File: src/hdl/tml_pkg.sv
// Shared types and constants for the tabu move list match block.
// Used by tml_ctrl, tml_dpath and the top level tabu_move_list_match.
package tml_pkg;

  localparam int CITY_W  = 10;
  localparam int TUPLE_W = 4 * CITY_W;
  localparam int LEN_W   = 7;
  localparam int STAT_W  = 2;
  localparam int USER_W  = 2;
  localparam int OUT_W   = 8;

  // Bit positions inside the input tuser word.
  localparam int USER_REQ  = 0;
  localparam int USER_TIME = 1;

  localparam logic REQ_LOOKUP = 1'b0;
  localparam logic REQ_INSERT = 1'b1;

  localparam logic [STAT_W-1:0] STATUS_NONE  = 2'd0;
  localparam logic [STAT_W-1:0] STATUS_MATCH = 2'd1;
  localparam logic [STAT_W-1:0] STATUS_TIME  = 2'd2;

  localparam logic [LEN_W-1:0] LEN_RESET = 7'd64;

  typedef struct packed {
    logic capture;
    logic scan_clear;
    logic scan_run;
    logic wr_first;
    logic wr_second;
    logic load_out;
  } tml_cmd_t;

  typedef struct packed {
    logic scan_done;
  } tml_stat_t;

endpackage

File: src/hdl/tabu_move_list_match.sv
// Top level of the tabu move list match block.
// Instantiates tml_ctrl and tml_dpath; depends on tml_pkg.
//
// A ring of LIST_DEPTH four-city moves. A lookup transfer scans stored
// entries one per cycle through the single read port of the tuple memory,
// checking all four symmetric arrangements of the move against each entry.
// It reads up to min(effective length, entries written so far) entries,
// where the effective length is list_length with zero read as one and values
// above LIST_DEPTH read as LIST_DEPTH. A match ends the scan early, and a
// lookup with no entries written yet reads none.
// An insert makes two memory writes, and a transfer with time_up set
// skips the writes and the scan. One item is worked on at a time; the result
// sits in an output register, so a new item is taken while the last
// result waits. An item whose result is ready while the output register is
// still full waits in its final state until m_axis_tready frees it.
// list_length may only be written while the block is idle.
module tabu_move_list_match #(
  parameter int LIST_DEPTH = 64
) (
  input  logic                         clk,
  input  logic                         rst,
  input  logic                         cfg_wen,
  input  logic [tml_pkg::LEN_W-1:0]    cfg_wdata,      // list_length
  input  logic                         s_axis_tvalid,
  output logic                         s_axis_tready,
  // city_a [9:0], city_b [19:10], city_c [29:20], city_d [39:30]
  input  logic [tml_pkg::TUPLE_W-1:0]  s_axis_tdata,
  // req_type [0], time_up [1]
  input  logic [tml_pkg::USER_W-1:0]   s_axis_tuser,
  output logic                         m_axis_tvalid,
  input  logic                         m_axis_tready,
  // status [1:0], zero fill [7:2]
  output logic [tml_pkg::OUT_W-1:0]    m_axis_tdata
);
  import tml_pkg::*;

  tml_cmd_t          cmd;
  tml_stat_t         stat;
  logic [STAT_W-1:0] status;

  tml_ctrl u_ctrl (
    .clk       (clk),
    .rst       (rst),
    .in_valid  (s_axis_tvalid),
    .in_ready  (s_axis_tready),
    .in_user   (s_axis_tuser),
    .out_valid (m_axis_tvalid),
    .out_ready (m_axis_tready),
    .cmd       (cmd),
    .stat      (stat)
  );

  tml_dpath #(
    .LIST_DEPTH (LIST_DEPTH)
  ) u_dpath (
    .clk       (clk),
    .rst       (rst),
    .cfg_wen   (cfg_wen),
    .cfg_wdata (cfg_wdata),
    .in_tuple  (s_axis_tdata),
    .in_user   (s_axis_tuser),
    .cmd       (cmd),
    .stat      (stat),
    .status    (status)
  );

  assign m_axis_tdata = {{(OUT_W - STAT_W){1'b0}}, status};

endmodule

File: src/hdl/tml_dpath.sv
// Datapath of the tabu move list: configuration register, tuple memory,
// ring write pointer, fill count, scan counter and result register.
// Depends on tml_pkg; driven by commands from tml_ctrl.
module tml_dpath #(
  parameter int LIST_DEPTH = 64
) (
  input  logic                         clk,
  input  logic                         rst,
  input  logic                         cfg_wen,
  input  logic [tml_pkg::LEN_W-1:0]    cfg_wdata,
  input  logic [tml_pkg::TUPLE_W-1:0]  in_tuple,
  input  logic [tml_pkg::USER_W-1:0]   in_user,
  input  tml_pkg::tml_cmd_t            cmd,
  output tml_pkg::tml_stat_t           stat,
  output logic [tml_pkg::STAT_W-1:0]   status
);
  import tml_pkg::*;

  localparam int PTR_W = (LIST_DEPTH > 1) ? $clog2(LIST_DEPTH) : 1;
  localparam int CNT_W = $clog2(LIST_DEPTH + 1);

  logic [LEN_W-1:0]   list_length;
  logic [CNT_W-1:0]   eff_length;
  logic [CITY_W-1:0]  city_a, city_b, city_c, city_d;
  logic               req_type, time_up;
  logic [PTR_W-1:0]   write_pointer;
  logic [CNT_W-1:0]   fill;
  logic [CNT_W-1:0]   wp_inc;
  logic [CNT_W-1:0]   scan_limit;
  logic [CNT_W-1:0]   scan_idx;
  logic               rd_pend;
  logic               hit;
  logic               rd_en;
  logic               wr_en;
  logic [TUPLE_W-1:0] wr_data;
  logic [TUPLE_W-1:0] rd_data;
  logic               match;
  logic [TUPLE_W-1:0] mem [LIST_DEPTH];

  always_ff @(posedge clk) begin
    if (rst) begin
      list_length <= LEN_RESET;
    end else if (cfg_wen) begin
      list_length <= cfg_wdata;
    end
  end

  // Zero acts as one entry, and anything above the depth is clamped.
  always_comb begin
    if (list_length == '0) begin
      eff_length = CNT_W'(1);
    end else if (32'(list_length) > 32'(LIST_DEPTH)) begin
      eff_length = CNT_W'(LIST_DEPTH);
    end else begin
      eff_length = CNT_W'(list_length);
    end
  end

  always_ff @(posedge clk) begin
    if (cmd.capture) begin
      city_a   <= in_tuple[0*CITY_W +: CITY_W];
      city_b   <= in_tuple[1*CITY_W +: CITY_W];
      city_c   <= in_tuple[2*CITY_W +: CITY_W];
      city_d   <= in_tuple[3*CITY_W +: CITY_W];
      req_type <= in_user[USER_REQ];
      time_up  <= in_user[USER_TIME];
    end
  end

  // The pointer only steps by one or returns to zero, so the written
  // entries always form a prefix of the memory and a fill count stands in
  // for per-entry valid bits.
  assign wp_inc  = CNT_W'(write_pointer) + CNT_W'(1);
  assign wr_en   = cmd.wr_first | cmd.wr_second;
  assign wr_data = cmd.wr_first ? {city_d, city_b, city_c, city_a}
                                : {city_d, city_c, city_b, city_a};

  always_ff @(posedge clk) begin
    if (rst) begin
      write_pointer <= '0;
      fill          <= '0;
    end else if (wr_en) begin
      write_pointer <= (wp_inc < eff_length) ? wp_inc[PTR_W-1:0] : '0;
      if (wp_inc > fill) begin
        fill <= wp_inc;
      end
    end
  end

  always_ff @(posedge clk) begin
    if (wr_en) begin
      mem[write_pointer] <= wr_data;
    end
  end

  assign scan_limit = (fill < eff_length) ? fill : eff_length;
  assign rd_en      = cmd.scan_run && (scan_idx < scan_limit) && !hit;

  always_ff @(posedge clk) begin
    if (rd_en) begin
      rd_data <= mem[scan_idx[PTR_W-1:0]];
    end
  end

  // Arrangements abcd, cdab, badc and dcba, first city in the low bits.
  assign match = (rd_data == {city_d, city_c, city_b, city_a}) ||
                 (rd_data == {city_b, city_a, city_d, city_c}) ||
                 (rd_data == {city_c, city_d, city_a, city_b}) ||
                 (rd_data == {city_a, city_b, city_c, city_d});

  always_ff @(posedge clk) begin
    if (rst) begin
      scan_idx <= '0;
      rd_pend  <= 1'b0;
      hit      <= 1'b0;
    end else if (cmd.scan_clear) begin
      scan_idx <= '0;
      rd_pend  <= 1'b0;
      hit      <= 1'b0;
    end else if (cmd.scan_run) begin
      rd_pend <= rd_en;
      if (rd_en) begin
        scan_idx <= scan_idx + CNT_W'(1);
      end
      if (rd_pend && match) begin
        hit <= 1'b1;
      end
    end
  end

  assign stat.scan_done = !rd_pend && (hit || (scan_idx >= scan_limit));

  always_ff @(posedge clk) begin
    if (cmd.load_out) begin
      if (time_up) begin
        status <= STATUS_TIME;
      end else if (req_type == REQ_INSERT) begin
        status <= STATUS_NONE;
      end else begin
        status <= hit ? STATUS_MATCH : STATUS_NONE;
      end
    end
  end

endmodule

File: src/hdl/tml_ctrl.sv
// Controller of the tabu move list: sequences capture, the two inserts,
// the scan and the result handoff. Depends on tml_pkg.
module tml_ctrl (
  input  logic                        clk,
  input  logic                        rst,
  input  logic                        in_valid,
  output logic                        in_ready,
  input  logic [tml_pkg::USER_W-1:0]  in_user,
  output logic                        out_valid,
  input  logic                        out_ready,
  output tml_pkg::tml_cmd_t           cmd,
  input  tml_pkg::tml_stat_t          stat
);
  import tml_pkg::*;

  typedef enum logic [2:0] {
    IDLE,
    INSERT_ONE,
    INSERT_TWO,
    SCAN,
    FINISH
  } state_t;

  state_t state, state_next;
  logic   accept;
  logic   out_free;

  assign in_ready = (state == IDLE);
  assign accept   = in_valid && in_ready;
  assign out_free = !out_valid || out_ready;

  always_comb begin
    state_next     = state;
    cmd            = '0;
    cmd.capture    = accept;
    cmd.scan_clear = accept;
    case (state)
      IDLE: begin
        if (accept) begin
          if (in_user[USER_TIME]) begin
            state_next = FINISH;
          end else if (in_user[USER_REQ] == REQ_INSERT) begin
            state_next = INSERT_ONE;
          end else begin
            state_next = SCAN;
          end
        end
      end
      INSERT_ONE: begin
        cmd.wr_first = 1'b1;
        state_next   = INSERT_TWO;
      end
      INSERT_TWO: begin
        cmd.wr_second = 1'b1;
        state_next    = FINISH;
      end
      SCAN: begin
        cmd.scan_run = 1'b1;
        if (stat.scan_done) begin
          state_next = FINISH;
        end
      end
      FINISH: begin
        if (out_free) begin
          cmd.load_out = 1'b1;
          state_next   = IDLE;
        end
      end
      default: begin
        state_next = IDLE;
      end
    endcase
  end

  always_ff @(posedge clk) begin
    if (rst) begin
      state     <= IDLE;
      out_valid <= 1'b0;
    end else begin
      state <= state_next;
      if (cmd.load_out) begin
        out_valid <= 1'b1;
      end else if (out_ready) begin
        out_valid <= 1'b0;
      end
    end
  end

endmodule
File: config.mk
export PLATFORM = sky130hd
export DESIGN_NAME = tabu_move_list_match
export DESIGN_NICKNAME = d
export VERILOG_FILES = /design/src/hdl/tml_pkg.sv /design/src/hdl/tabu_move_list_match.sv /design/src/hdl/tml_dpath.sv /design/src/hdl/tml_ctrl.sv
export SDC_FILE = /design/constraint.sdc
export NUM_CORES = 2
export LEC_CHECK = 0
export BUFFER_PORTS_ARGS = -buffer_cell sky130_fd_sc_hd__buf_2
export CORE_MARGIN = 5
export CORE_UTILIZATION = 41
export CTS_CLUSTER_DIAMETER = 200
export DETAILED_ROUTE_END_ITERATION = 7
export PLACE_DENSITY = 0.55
export SYNTH_ARGS = -nofsm -noshare
export SYNTH_HDL_FRONTEND = slang
export SYNTH_HIERARCHICAL = 1
export SYNTH_SLANG_ARGS = --single-unit
File: constraint.sdc
create_clock -name clk -period 13.7 [get_ports clk]
set_clock_uncertainty 0.1 [all_clocks]
set_input_delay 3.425 -clock clk [delete_from_list [all_inputs] [get_ports clk]]
set_output_delay 3.425 -clock clk [all_outputs]
set_load 0.02 [all_outputs]
==> summary.md <==
| Metric | Value |
|---|---|
| Height of the die | `514 µm` |
| R2R Path Start | `u_dpath/scan_idx[0]` |
| Drt via density | `6.03` |
| Detail Route Antenna Nets | `0` |
| Clk root buf | `clkbuf_16` |
| Initial Util | `41.1%` |
| Post-route DRC | `0` |
| Reg-to-Reg End | `u_dpath/rd_data[10]` |
| Worst slew margin | `12.3%` |
| Number of global-route vias before repair | `49534` |
| GRT Util Overall | `22.5%` |
| FILL cells | `20772` |
| Setup TNS | `0 ps` |
| Post-synthesis cell area | `104000 µm²` |
| # port buffers | `57` |
| DR WL/cell | `36.4 µm` |
| First-pass GRT wire length | `411000 µm` |
| Asr flop ratio synth | `0%` |
| Post-Synth Simple-Gate Area | `1.25%` |
| Yosys reg bits | `2677` |
| Routed WL | `298000 µm` |
| Max-slew violation count | `0` |
| Pin count of the biggest net entering global routing | `132` |
| Tmin final | `5670 ps` |
| Crit-path max FO | `101` |
| Synth Flop Type | `edfxtp_1` |
| Worst Setup Path Type | `reg2reg` |
| CP Capture Type | `flop` |
| Hold Crit Endpoint | `u_dpath/status[1]` |
| Initial antenna violation count | `22` |
| DIE WIDTH | `514 µm` |
| Top cells by area, synth | `edfxtp_1 76%, mux4_2 18%, xnor2_1 1.1%` |
| Placed inst area | `109000 µm²` |
| Commonest cells in the netlist | `2644 x edfxtp_1, 817 x mux4_2, 170 x clkbuf_1` |
| Hold_buf cts | `0` |
| Detailed Place HPWL | `158000 µm` |
| Multi-input gate area | `23300 µm²` |
| Max clock buf depth | `4` |
| RSZ-0062 raised after global routing | `false` |
| Placed cells | `7697` |
| Top-count cell post-synth | `edfxtp_1` |
| Main combinational cell family by area after synthesis | `multiplexers` |
| PwrDens | `144 nW/µm²` |
| Area share of fa/ha/maj cells after synthesis | `0.337%` |
| Layout cells sized above 1 | `30.8%` |
| Grt ovf | `0` |
| Final hold violation count | `0` |
| HP Start | `u_dpath/time_up` |
| Nets | `4702` |
| Hold WS | `355 ps` |
| Fin area | `118000 µm²` |
| # rows | `185` |
| Initial DRC count | `7078` |
| Critical Path AT | `6240 ps` |
| Critical Path RT | `14280 ps` |
| Yosys warns | `6` |
| Peak VDD IR | `147 µV` |
| Yosys top cell by area | `edfxtp_1` |
| Crit path launch type | `flop` |
| Worst-Margin Slew | `1320 ps` |
| Final setup violation count | `0` |
| Leakage | `34.6 nW` |
| Mapped Cells | `4393` |
| Reg2Reg Setup Slack | `8030 ps` |
| IO Count | `64` |
| Max Cap Viol | `0` |
| Post-CTS resize count | `0` |
| CORE AREA | `253000 µm²` |
| Status | `completed` |
| Area grow syn2layout | `13.0%` |
| Seq/Total Area, Yosys | `77.0%` |
| Compound-Gate Fraction of Synth Area | `0.556%` |
| Post-synth EDFFs | `2644` |
| Synth Area in XOR/XNOR | `1.41%` |
| Top-area cell type share of the netlist area | `76.3%` |
| Via count | `49377` |
| Synth cell types | `45` |
| H-tree depth | `5` |
| TritonCTS Buffers | `287` |
| Final cell count without fillers | `8182` |
| Worst hold path class | `reg2reg` |
| Mux share of post-synthesis cell area | `18.3%` |
| Pre-antenna DRT Iters | `7` |
| Fmax achieved | `176 MHz` |
| CTS tree | `done` |
| Fin crit share | `41.4%` |
| Die area | `264000 µm²` |
| Hold Crit Depth | `0` |
| Buffers inserted by post-CTS timing repair | `0` |
| Routability congestion estimate | `0.887` |
| Clock latency on the worst-skew pair | `940 ps` |
| Register Area | `80100 µm²` |
| Clock-pin transition on the worst setup and hold timing paths | `60 ps` |
| Reg2reg path depth | `6` |
| Avg Cell Area, Syn | `23.7 µm²` |
| Clk sinks | `2677` |
layout by cell type (no fill, tap or decap), types with 34 or more instances in the layout:
cell type	netlist	routed
buf_4	10	146
xor2_1	34	34
nand4_1	43	43
a21oi_1	40	40
buf_2	55	57
nor2_1	100	36
xnor2_1	133	133
mux2i_1	37	37
edfxtp_1	2644	2644
mux4_2	817	817
clkbuf_16	0	292
nor2_4	0	64
clkbuf_1	170	68
clkinv_1	1	69
per-layer routing:
metal | vias to the layer above | routed length (µm) | global-route usage, %
met5 | - | 0 | 0
met4 | 0 | 8490 | 6.64
met3 | 431 | 25900 | 4.24
met2 | 2445 | 141000 | 35.3
met1 | 27332 | 122000 | 32.4
li1 | 19169 | - | -
metrics by stage:
| stage | power, mW | setup slack, ps | utilization, % |
|---|---|---|---|
| final | 17.0 | 8030 | 46.4 |
| after global routing | 17.5 | 7480 | 46.4 |
| after CTS | 17.1 | 7840 | 46.4 |
| after detailed placement | 10.0 | 7880 | 43.1 |
| after global placement | 9.98 | 7860 | 43.1 |
| after floorplan | 9.75 | 9190 | - |
worst max-delay path: stages, from the launching register on:
cell and delay [ps]:
dfxtp_4 950, buf_12 560, buf_4 930, buf_4 850
mux4_2 610, mux4_2 510, mux4_2 470
sequential cells by signal, indices dropped and copies added, names as in the netlist:
register,count
u_dpath/write_pointer,6
u_dpath/list_length,7
u_ctrl/out_valid,1
u_dpath/rd_data,40
u_ctrl/state,3
u_dpath/city_d,10
u_dpath/fill,7
u_dpath/city_b,10
u_dpath/hit,1
u_dpath/rd_pend,1
u_dpath/city_a,10
u_dpath/status,2
u_dpath/req_type,1
u_dpath/scan_idx,7
u_dpath/time_up,1
u_dpath/city_c,10
u_dpath/mem,2560
logic make-up after synthesis:
| logic type | count (synthesis) |
|---|---|
| multiplexers | 880 |
| adder cells (fa/ha/maj) | 28 |
| AND/OR/NAND/NOR | 259 |
| AO/OA/AOI/OAI | 90 |
| XOR/XNOR | 167 |
| buffers and inverters | 291 |
| other | 1 |
| flip-flops | 2677 |
how the worst max path moves through the flow:
stage,cells after the start,startpoint,to
final,6,u_dpath/scan_idx[0],u_dpath/rd_data[10]
after global routing,6,u_dpath/scan_idx[0],u_dpath/rd_data[10]
after CTS,6,u_dpath/scan_idx[0],u_dpath/rd_data[10]
after detailed placement,6,u_dpath/scan_idx[0],u_dpath/rd_data[10]
after global placement,6,u_dpath/scan_idx[0],u_dpath/rd_data[20]
after floorplan,2,u_ctrl/state[2],s_axis_tready
report_power, final:
part | internal, mW | leakage [nW] | switching [mW] | total [mW]
registers | 9.23 | 24.1 | 0.0485 | 9.28
clock network | 4.07 | 4.07 | 3.04 | 7.12
logic | 0.131 | 6.46 | 0.427 | 0.557
area by class of cell:
type | count | share of cell area, %
multi-input combinational | 1430 | 19.8
inverter | 14 | 0.0447
tap | 3366 | 3.58
antenna | 3 | 0.00639
clock buffer | 360 | 6.43
clock inverter | 122 | 0.706
sequential | 2677 | 68.1
timing repair buffer | 210 | 1.29
Power figures use the tool's default switching activity.
